**src/sv/shg_ram.sv**
```systemverilog
// generic simple dual port ram, one write and one registered read port
// no dependencies
module shg_ram #(
   parameter int WIDTH = 8,
   parameter int DEPTH = 16
) (
   input  logic                     clock,
   input  logic                     we,
   input  logic [$clog2(DEPTH)-1:0] waddr,
   input  logic [WIDTH-1:0]         wdata,
   input  logic [$clog2(DEPTH)-1:0] raddr,
   output logic [WIDTH-1:0]         rdata
);
   logic [WIDTH-1:0] mem_ff [DEPTH];
   logic [WIDTH-1:0] rdata_ff;

   always_ff @(posedge clock) begin
      if (we) begin
         mem_ff[waddr] <= wdata;
      end
      rdata_ff <= mem_ff[raddr];
   end

   assign rdata = rdata_ff;
endmodule

```
**config.mk**
```make
export PLATFORM = sky130hd
export DESIGN_NAME = shg_ram
export DESIGN_NICKNAME = d
export VERILOG_FILES = /design/src/sv/shg_ram.sv
export SDC_FILE = /design/constraint.sdc
export NUM_CORES = 1
export LEC_CHECK = 0
export ABC_AREA = 1
export BUFFER_PORTS_ARGS = -buffer_cell sky130_fd_sc_hd__buf_2
export CAP_MARGIN = 0
export CORE_MARGIN = 4
export CORE_UTILIZATION = 30
export CTS_CLUSTER_DIAMETER = 30
export DETAILED_ROUTE_END_ITERATION = 6
export GPL_ROUTABILITY_DRIVEN = 1
export PLACE_DENSITY_LB_ADDON = 0.05
export SETUP_SLACK_MARGIN = 0.15
export SLEW_MARGIN = 20
export SYNTH_ARGS = -nofsm -noshare
export SYNTH_HDL_FRONTEND = slang
export SYNTH_SLANG_ARGS = --single-unit
```
**constraint.sdc**
```tcl
create_clock -name clock -period 3 [get_ports clock]
set_clock_uncertainty 0.1 [all_clocks]
set_input_delay 0 -clock clock [delete_from_list [all_inputs] [get_ports clock]]
set_output_delay 0 -clock clock [all_outputs]
set_load 0.01 [all_outputs]
```
### After elaboration in Yosys (flattened, before gate mapping)

Memories as Yosys holds them, arrays and structs flattened. A register that Yosys moved wholly into a read port is not among the register bits.
Index checks and enable logic that the tools add are counted.

| word-level totals | value |
|---|---|
| flip-flop bits (word level) | 0 |
| memory bits (writable) | 128 |
| input bits | 18 |
| output and inout port bits | 8 |
| word-level logic and storage cells | 3 |
| memories | 1 |

| cells by class | value |
|---|---|
| mux-type cells | 2 |

Memory list:

| memory | words | bits a word | read ports | clocked after Yosys merged registers in | wr ports | line | source |
|---|---|---|---|---|---|---|---|
| mem_ff | 16 | 8 | 1 | 1 | 1 | 14 | `logic [WIDTH-1:0] mem_ff [DEPTH];` |

Operators with widths:

| cell | number |
|---|---|
| $mux 1 | 2 |

### Longest topological paths before layout

| depth | value |
|---|---|
| depth after elaboration | 2 |
| gate-level depth with buffers | 8 |
| gate-level depth less buffers | 7 |

### Worst setup path before layout

Ideal clock, no wire load.

| timing path | value |
|---|---|
| path type | input to register |
| start point | input waddr[2] |
| end point | memory mem_ff[10][0] (enable) |
| setup time | 0.370 ns |
| arrival | 0.581 ns |
| data required time | 2.530 ns |
| path slack | 1.949 ns |
| stages | 2 |
| path buffers | 0 |
| cells stage by stage | nand3b_1 > nor2_1 |

RTL lines:

| what | line | source |
|---|---|---|
| start, declared | 9 | `input logic [$clog2(DEPTH)-1:0] waddr,` |
| end, declared | 14 |  |

No word-level cell before the write port.

==> impl_metrics.tcl <==
set metrics [dict create \
    outcome "finished, final reports clean" \
    cts_buffer_depth 2 \
    clk_latency_ps 410 \
    antenna_found_initial 0 \
    setup.worst_path.start "raddr[2]" \
    power_frac_seq 0.461 \
    drc_errors 0 \
    dp_hpwl_mm 9.309 \
    num_vias 3690 \
    numCtsBuffers 17 \
    endpoint_kind "register" \
    rsz0062_at_grt "false" \
    syn_area_per_cell_um2 10.47 \
    grt_max_degree 65 \
    synth_top_family_by_area "simple AND/OR/NAND/NOR gates" \
    viasPerCell 4.301 \
    initial_core_util 0.3062 \
    routedWlPerCell_um 17.82 \
    cp_max_fo 17 \
    netSwitchingPower_uw 983.2 \
    muxShareOfSynthArea 0 \
    intPower_uw 3656 \
    area_delta_synth_final_pct 17.90 \
    min_path_type "primary input to register" \
    drt_iter0_drc 301 \
    drtPass1Iterations 4 \
    swShare 0.2119 \
    total_power_uw 4640 \
    relSlewSlack 0.3432 \
    vdd_drop_max_mv 0.3880 \
    synth_compound_area_frac 0 \
    die_x_um 146.6 \
    root_buffer "clkbuf_16" \
    track_usage 0.1474 \
    worstMarginPinSlew_ps 981.5 \
    powerDensity_nw_per_um2 682.4 \
    grt_pass1_vias 3729 \
    grt_pass1_wl_mm 23.39 \
    timing.final.crit_share 0.6500 \
    pwr-share-comb 0.059 \
    cts.htree.levels 4 \
    insertedDiodeCount 0 \
    core_area_um2 18830 \
    seq_area_frac_synth 0.6943 \
    syn-cell-area_um2 5767 \
    finalHoldViolCount 0 \
    reg2reg_from "mem_ff[9][4]$_DFFE_PP_" \
    gp_congestion 0.7329 \
    yosys.area_share.simple 0.2105 \
    cp.arrival_ps 2150 \
    synth-seq-cells 136 \
    power.leakage_uw 0.002873 \
    synthesis.instances 551 \
    antenna_left 0 \
    path_clk_slew_ps 60 \
    overflow 0 \
    clockPowerShare 0.480 \
    cts_resized 0 \
    ios 26 \
    period_minus_slack_ps 1950 \
    drive_gt1_frac 0.09030 \
    drv_cap 0 \
    final_nets 603 \
    die_h_um 146.6 \
    ys_warn_count 0 \
    setup_viol 0 \
    clock_sinks 136 \
    die_area_um2 21500 \
    numPortBuffers 25 \
    synthXorXnorAreaFrac 0 \
    synthesis.nets 569 \
    synthAdderAreaFrac 0 \
    crit_type "primary input to register" \
    slew_viol_final 0 \
    fmax_mhz 512.8 \
    std_cell_rows 50 \
    cts_tree "yes" \
    min_from "we" \
    finalWirelength_mm 15.29 \
    ys_types 12 \
    fin_tns_setup_ps 0 \
    critPathLaunchType "primary input" \
    required_ps 3200 \
]
-- Yosys cell counts --
cell | n | share of area
nand3_1 | 97 | 0.084
buf_6 | 6 | 0.012
buf_2 | 13 | 0.011
buf_1 | 1 | 0.00065
nor2_1 | 17 | 0.011
edfxtp_1 | 128 | 0.67
nand3b_1 | 2 | 0.0026
dfxtp_1 | 8 | 0.028
nand2_1 | 173 | 0.11
inv_2 | 2 | 0.0013
inv_1 | 100 | 0.065
buf_4 | 4 | 0.0052
-- metal layers --
metal  vias to the layer above  wire (µm)  GRT usage
met1                      1779       7068     0.1992
met2                        63       7533     0.2401
met4                         0         99    0.04092
met3                         6        585    0.03197
met5                         -          0          0
li1                       1842          -          -
-- placed cells by master (no fill, tap or decap), drive strengths merged, types with 5 or more instances in the layout --
cell type / count
buf: 28
bufinv: 5
clkbuf: 19
clkinv: 8
dfxtp: 8
dlygate4sd3: 11
edfxtp: 128
inv: 102
nand2: 173
nand3: 97
nor2: 17
-- worst max-delay path: stages --
cell and delay, ps:
dlygate4sd3_1 530, buf_2 260, inv_1 500, nand3_1 150, nand3_1 100, dlygate4sd3_1 540
nand2_1 50
-- cell type report --
cell class	instances	area, µm²
sequential	136	4004
inverter	102	382.9
timing repair buffer	39	257.7
fill	1869	12030
clock buffer	19	432.9
clock inverter	13	182.7
multi-input combinational	289	1214
tap	260	325.3
-- state kept, by name, summed over array words and instances (netlist names) --
| register | cells |
|---|---|
| mem_ff | 128 |
| rdata | 8 |
-- worst paths after layout --
path,end,slack [ps],cells past startpoint
setup reg to reg,rdata[4]$_DFF_P_,1410,7
setup / recovery,rdata[4]$_DFF_P_,1050,7
hold / removal,mem_ff[2][3]$_DFFE_PP_,130,3
hold reg to reg,rdata[2]$_DFF_P_,560,6
-- per-stage QoR --
stage                     cells  setup WS [ps]  cell area (µm²)  hold slack, ps    util
after floorplan             551           1949             5767          -1.131       -
after global placement      815           1177             6073           300.0  0.3225
after detailed placement    815           1174             6073           295.9  0.3225
after CTS                   858           1024             6799           119.1  0.3611
after global routing        858          933.5             6799           169.5  0.3611
final                       858           1050             6799           129.2  0.3611
-- power groups by stage --
stage	logic (µW)	clock network (µW)	registers, µW
floorplan	150	0	2180
global placement	273	0	2180
detailed placement	271	0	2180
CTS	283	2260	2140
global route	309	2360	2140
finish	274	2230	2140
-- timing repair --
item | 4_1_cts | 5_1_grt
setup buffers | 0 | 0
endpoints found under the setup margin | 0 | 0
hold buffers | 11 | 0
endpoints found under the hold margin | 136 | 0
-- cell families after synthesis --
kind of cell,after synthesis
simple gates,289
flops,136
buf+inv,126
No activity file was read; power rests on OpenSTA's default activity.
