===== src/sv/shg_pkg.sv =====
// types and constants of the spatial hash grid engine
// no dependencies
package shg_pkg;

   localparam int BUCKET_COUNT     = 256;
   localparam int SLOTS_PER_BUCKET = 4;
   localparam int ID_BITS          = 16;
   localparam int SLOT_COUNT       = BUCKET_COUNT * SLOTS_PER_BUCKET;
   localparam int BUCKET_BITS      = $clog2(BUCKET_COUNT);
   localparam int SLOT_ADDR_BITS   = $clog2(SLOT_COUNT);
   localparam int FILL_BITS        = $clog2(SLOTS_PER_BUCKET + 1);
   localparam int KEY_BITS         = 32;
   localparam int ENTRY_BITS       = KEY_BITS + ID_BITS;

   localparam logic [31:0] PRIME_X = 32'd73856093;
   localparam logic [31:0] PRIME_Y = 32'd19349663;
   localparam logic [3:0]  CELL_SHIFT_RESET = 4'd6;

   localparam logic [2:0] OP_INSERT = 3'd0;
   localparam logic [2:0] OP_REMOVE = 3'd1;
   localparam logic [2:0] OP_QUERY  = 3'd2;
   localparam logic [2:0] OP_CLEAR  = 3'd3;
   localparam logic [2:0] OP_MOVED  = 3'd4;

   localparam logic [1:0] ST_OK      = 2'd0;
   localparam logic [1:0] ST_FULL    = 2'd1;
   localparam logic [1:0] ST_NO_MATCH = 2'd2;

   typedef struct packed {
      logic [2:0]         op;
      logic signed [23:0] pos_x;
      logic signed [23:0] pos_y;
      logic [15:0]        obj_id;
   } req_type;

   typedef struct packed {
      logic [15:0] found_id;
      logic        found;
      logic [1:0]  status;
      logic        last;
   } rsp_type;

endpackage


===== src/sv/shg_hash_mul.sv =====
// shared hash multiplier: operand times the x or y prime, low 32 bits, registered
// depends on shg_pkg
module shg_hash_mul (
   input  logic        clock,
   input  logic        sel_y,
   input  logic [31:0] operand,
   output logic [31:0] prod
);
   import shg_pkg::*;

   logic [31:0] prod_ff;
   logic [31:0] prod_in;

   assign prod_in = 32'(operand * (sel_y ? PRIME_Y : PRIME_X));

   always_ff @(posedge clock) begin
      prod_ff <= prod_in;
   end

   assign prod = prod_ff;
endmodule


===== config.mk =====
export PLATFORM = sky130hd
export DESIGN_NAME = shg_hash_mul
export DESIGN_NICKNAME = d
export VERILOG_FILES = /design/src/sv/shg_pkg.sv /design/src/sv/shg_hash_mul.sv
export SDC_FILE = /design/constraint.sdc
export NUM_CORES = 1
export LEC_CHECK = 0
export ABC_AREA = 1
export BUFFER_PORTS_ARGS = -buffer_cell sky130_fd_sc_hd__buf_2
export CORE_MARGIN = 2
export CORE_UTILIZATION = 59
export CTS_BUF_LIST = sky130_fd_sc_hd__clkbuf_8
export DETAILED_ROUTE_END_ITERATION = 10
export GPL_ROUTABILITY_DRIVEN = 0
export PLACE_DENSITY = 0.8
export SLEW_MARGIN = 30
export SYNTH_ARGS = -nofsm -noshare
export SYNTH_HDL_FRONTEND = slang
export SYNTH_SLANG_ARGS = --single-unit

===== constraint.sdc =====
create_clock -name clock -period 5.7 [get_ports clock]
set_input_delay 0.285 -clock clock [delete_from_list [all_inputs] [get_ports clock]]
set_output_delay 0.285 -clock clock [all_outputs]
set_load 0.005 [all_outputs]

# Yosys cells after proc, flatten, opt, wreduce, memory -nomap -nowiden
# Cells that the tools add are included.
# word_totals
register_bits,32
in_bits,34
output_inout_bits,32
elab_cells,3
# classes
multipliers,1
muxes,1
# op_table
cell,count
multiplier 32 x 27 -> 32 bit,1
two-way mux 27 bit,1

# Depth between registers and ports, before layout
# depth
ltp_word,2
mapped_depth,30
mapped_depth_nobuf,28

# Worst setup path before layout
# No wires, ideal clock.
# synth_timing
kind,in2reg
startpoint,input sel_y
endpoint,"register prod_ff[31], in the netlist prod[31]"
setup_time_ps,112
arrival_ps,5896
required_ps,5588
slack_ps,-308
stages,26
path_buffers,3
path_cell_list,buf_6 buf_6 clkbuf_1 nor2_1 inv_1 fa_1 inv_1 fa_1 inv_1 fa_1 inv_1 fa_1 fa_1 fa_1 inv_1 fa_1 inv_1 ha_1 inv_1 nor3_1 nand4_1 or2_2 nand3_1 inv_1 nand2_1 nand2_1
# synth_via
elab_chain_cells,2
# synth_lines
element,line_no,text
"start, declared",shg_hash_mul.sv:5,"input logic sel_y,"
two-way mux 27 bit,shg_hash_mul.sv:14,assign prod_in = 32'(operand * (sel_y ? PRIME_Y : PRIME_X));
multiplier 32 x 27 -> 32 bit,shg_hash_mul.sv:14,
named net prod_in[31],shg_hash_mul.sv:12,logic [31:0] prod_in;
"end signal, assigned",shg_hash_mul.sv:17,prod_ff <= prod_in;
"end, declared",shg_hash_mul.sv:11,logic [31:0] prod_ff;
# The timed path passes the listed nets, and every way through them passes these cells.

# Worst setup path in the final report
# layout_timing
startpoint,input sel_y
endpoint,"register prod_ff[28], in the netlist prod[28]"
# The elaborated chain is that of the path after synthesis.

==> flow_summary_export.csv <==
group,metric,value,unit
status,outcome,"complete, but fails checks",
status,violations,"setup timing",
cts,cts_tree,"done",
synth,synth_area_per_cell,8.78,sq um
synth,syn_inst,1370,
sta,finalSetupViolations,1,
sta,whs,299,ps
detailed_routing,drc,0,
finish,layout-drive-gt1-share,0.186,
finish,largest_reg_flops,32,
floorplan,fp.dieW,147,um
synth,netlist.area_leader.share,0.461,
synth,syn_area,12000,sq um
synth,synth_top_cell_by_area,"fa_1",
finish,fillerInstances,1432,
grt,antenna_found_initial,0,
cts,cts_sinks,32,
grt,track_usage,0.311,
synth,synth_simple_gate_area_frac,0.0922,
detailed_routing,routed_wl,32200,um
synth,synth.area.mux_share,0,
finish,layout_commonest_cell,"inv_1",
grt,grt_max_degree,21,
synth,synthAdderAreaFrac,0.626,
sta,fin_crit,5700,ps
detailed_routing,firstDrtPassIters,5,
sta,timing.final.crit_share,1.00,
synth,yosysSeqAreaShare,0.0532,
finish,antenna_cells,0,
sta,fmax,0.175,GHz
detailed_routing,drtAntennaViolNets,0,
floorplan,core,20100,sq um
cts,cts-root-buf,"clkbuf_8",
cts,clk_path_buf_depth,2,
hold_path,hold_class,"input port to register",
run,max_cap_violations,0,
cts,clk_pin_slew,70,ps
sta,slew_viol_final,0,
synth,ys_ff_latch,32,
sta,finalHoldViolations,0,
floorplan,rows,52,
synth,synthXorXnorAreaFrac,0.0240,
floorplan,die-area,21600,sq um
detailed_routing,vias_per_cell,5.09,
placed_design,pre_cts_slack,-516,ps
finish,area_delta_synth_final,18.8,%
worst_setup_path,crit_required,5880,ps
sta,worst_slack,-0.901,ps
worst_setup_path,crit_top_cell,"fa_1",
sta,rsz0062_at_grt,"yes",
grt,grt_pass1_wl,51800,um
cts,holdBufCountCts,0,
synth,synth_compound_area_frac,0.0341,
synth,synth_top_family_by_area,"adder cells",
synth,yosysWarnings,0,
grt,grt_pass1_vias,10800,
worst_setup_path,path_class,"input port to register",
cts,htree_levels,2,
grt,grt_overflow_total,0,
finish,nets,2081,
detailed_routing,drt-initial-drc-count,613,
worst_setup_path,crit_slowest_cell,"fa_2",
floorplan,initial_core_util,0.599,
worst_setup_path,critPathLaunchType,"input port",
finish,multiInputGateArea,9690,sq um
worst_setup_path,crit_path_start,"sel_y",
finish,layout_common_cells,"inv_1 (515), fa_1 (275), ha_1 (151)",
worst_setup_path,crit_chain,"buf_12, buf_12, nor2_2, inv_2, fa_2, fa_2, fa_1, inv_1, fa_1, fa_1, fa_1, inv_1, fa_1, inv_1, ha_4, buf_4, nand2_1, nor2_2, nand2_1, or2_2, nand3_1, nand2_1, inv_1, nor2_1",
finish,layout.area.seq,641,sq um
detailed_routing,vias,9584,
worst_setup_path,max_stage_delay,570,ps
floorplan,io_pins,66,
worst_setup_path,cp.arrival,5880,ps
cts,cts_buffers,5,
synth,yosysUniqueCellTypes,37,
placed_design,place_hpwl,28600,um
synth,synth.area.top_cells,"fa_1 (46%), ha_1 (17%), inv_1 (16%)",
detailed_routing,avgRoutedWirePerCell,17.1,um
worst_setup_path,endpoint_kind,"register",
placed_design,io_buffer_count,65,
worst_setup_path,crit_fanout,8,
worst_setup_path,endpoint,"prod[28]$_DFF_P_",
floorplan,die_h,147,um
metrics by stage:
step | TNS, ps | area, sq um | std cells | util
after floorplan | 0 | 12300 | 1396 | -
after global placement | -1260 | 13900 | 1867 | 0.694
after detailed placement | -2850 | 13900 | 1867 | 0.694
after CTS | 0 | 14100 | 1875 | 0.700
after global routing | -416 | 14300 | 1882 | 0.711
final | -0.901 | 14300 | 1882 | 0.711
kinds of logic (layout without fill, tap and decap cells):
| kind of cell | Yosys count | after routing |
|---|---|---|
| AO/OA/AOI/OAI | 73 | 73 |
| XOR/XNOR | 33 | 33 |
| buffers and inverters | 539 | 755 |
| flip-flops | 32 | 32 |
| adder cells (fa/ha/maj) | 436 | 436 |
| AND/OR/NAND/NOR | 255 | 255 |
| other | 2 | 28 |
cells in the mapped netlist (all sizes together):
| cell type | number |
|---|---|
| a31oi | 2 |
| buf | 2 |
| nand4 | 5 |
| o31ai | 2 |
| clkbuf | 5 |
| a21o | 5 |
| o21a | 2 |
| nor4 | 1 |
| a41oi | 1 |
| dfxtp | 32 |
| xor2 | 19 |
| nor3b | 1 |
| fa | 277 |
| conb | 2 |
| o211ai | 1 |
| a21oi | 35 |
| nor3 | 2 |
| o21ai | 21 |
| nor2 | 53 |
| o21bai | 3 |
| nand2 | 156 |
| ha | 159 |
| xnor2 | 14 |
| inv | 532 |
| a211oi | 1 |
| or2 | 3 |
| nand3b | 2 |
| and3 | 1 |
| nand3 | 31 |
critical path: cells and delay by family:
kind / cells / cell delay (ps)
fa+ha+maj: 8 / 3840
buf+inv: 8 / 670
simple gates: 8 / 1050
how the worst min path moves through the flow:
stage	startpoint	endpoint	slack, ps	depth (start not counted)
2_1_floorplan	operand[0]	prod[0]$_DFF_P_	310	0
3_3_place_gp	operand[0]	prod[0]$_DFF_P_	580	1
3_5_place_dp	operand[0]	prod[0]$_DFF_P_	590	1
4_1_cts	operand[0]	prod[0]$_DFF_P_	280	1
5_1_grt	operand[0]	prod[0]$_DFF_P_	280	1
6_report	operand[0]	prod[0]$_DFF_P_	300	1
per-layer routing:
metal | global-route usage | vias up | part of all wire
met3 | 0.0394 | 133 | 0.055
met2 | 0.572 | 397 | 0.52
li1 | - | 4338 | -
met4 | 0.174 | 0 | 0.070
met1 | 0.348 | 4716 | 0.36
met5 | 0 | - | 0
repair_timing:
item,4_1_cts,5_1_grt
gates cloned,0,1
endpoints found under the setup margin,6,9
resized for setup,5,48
pin swaps,2,23
buffers inserted,0,6
final cells by class:
class                      instances  share of cell area
tap                              270              0.0236
inverter                         532               0.140
multi-input combinational        825               0.678
clock inverter                     3             0.00271
clock buffer                       5             0.00481
timing repair buffer             215               0.106
sequential                        32              0.0448
Power is not shown: default switching activity piles up to over one toggle a cycle in this logic, so the estimate is an artifact.
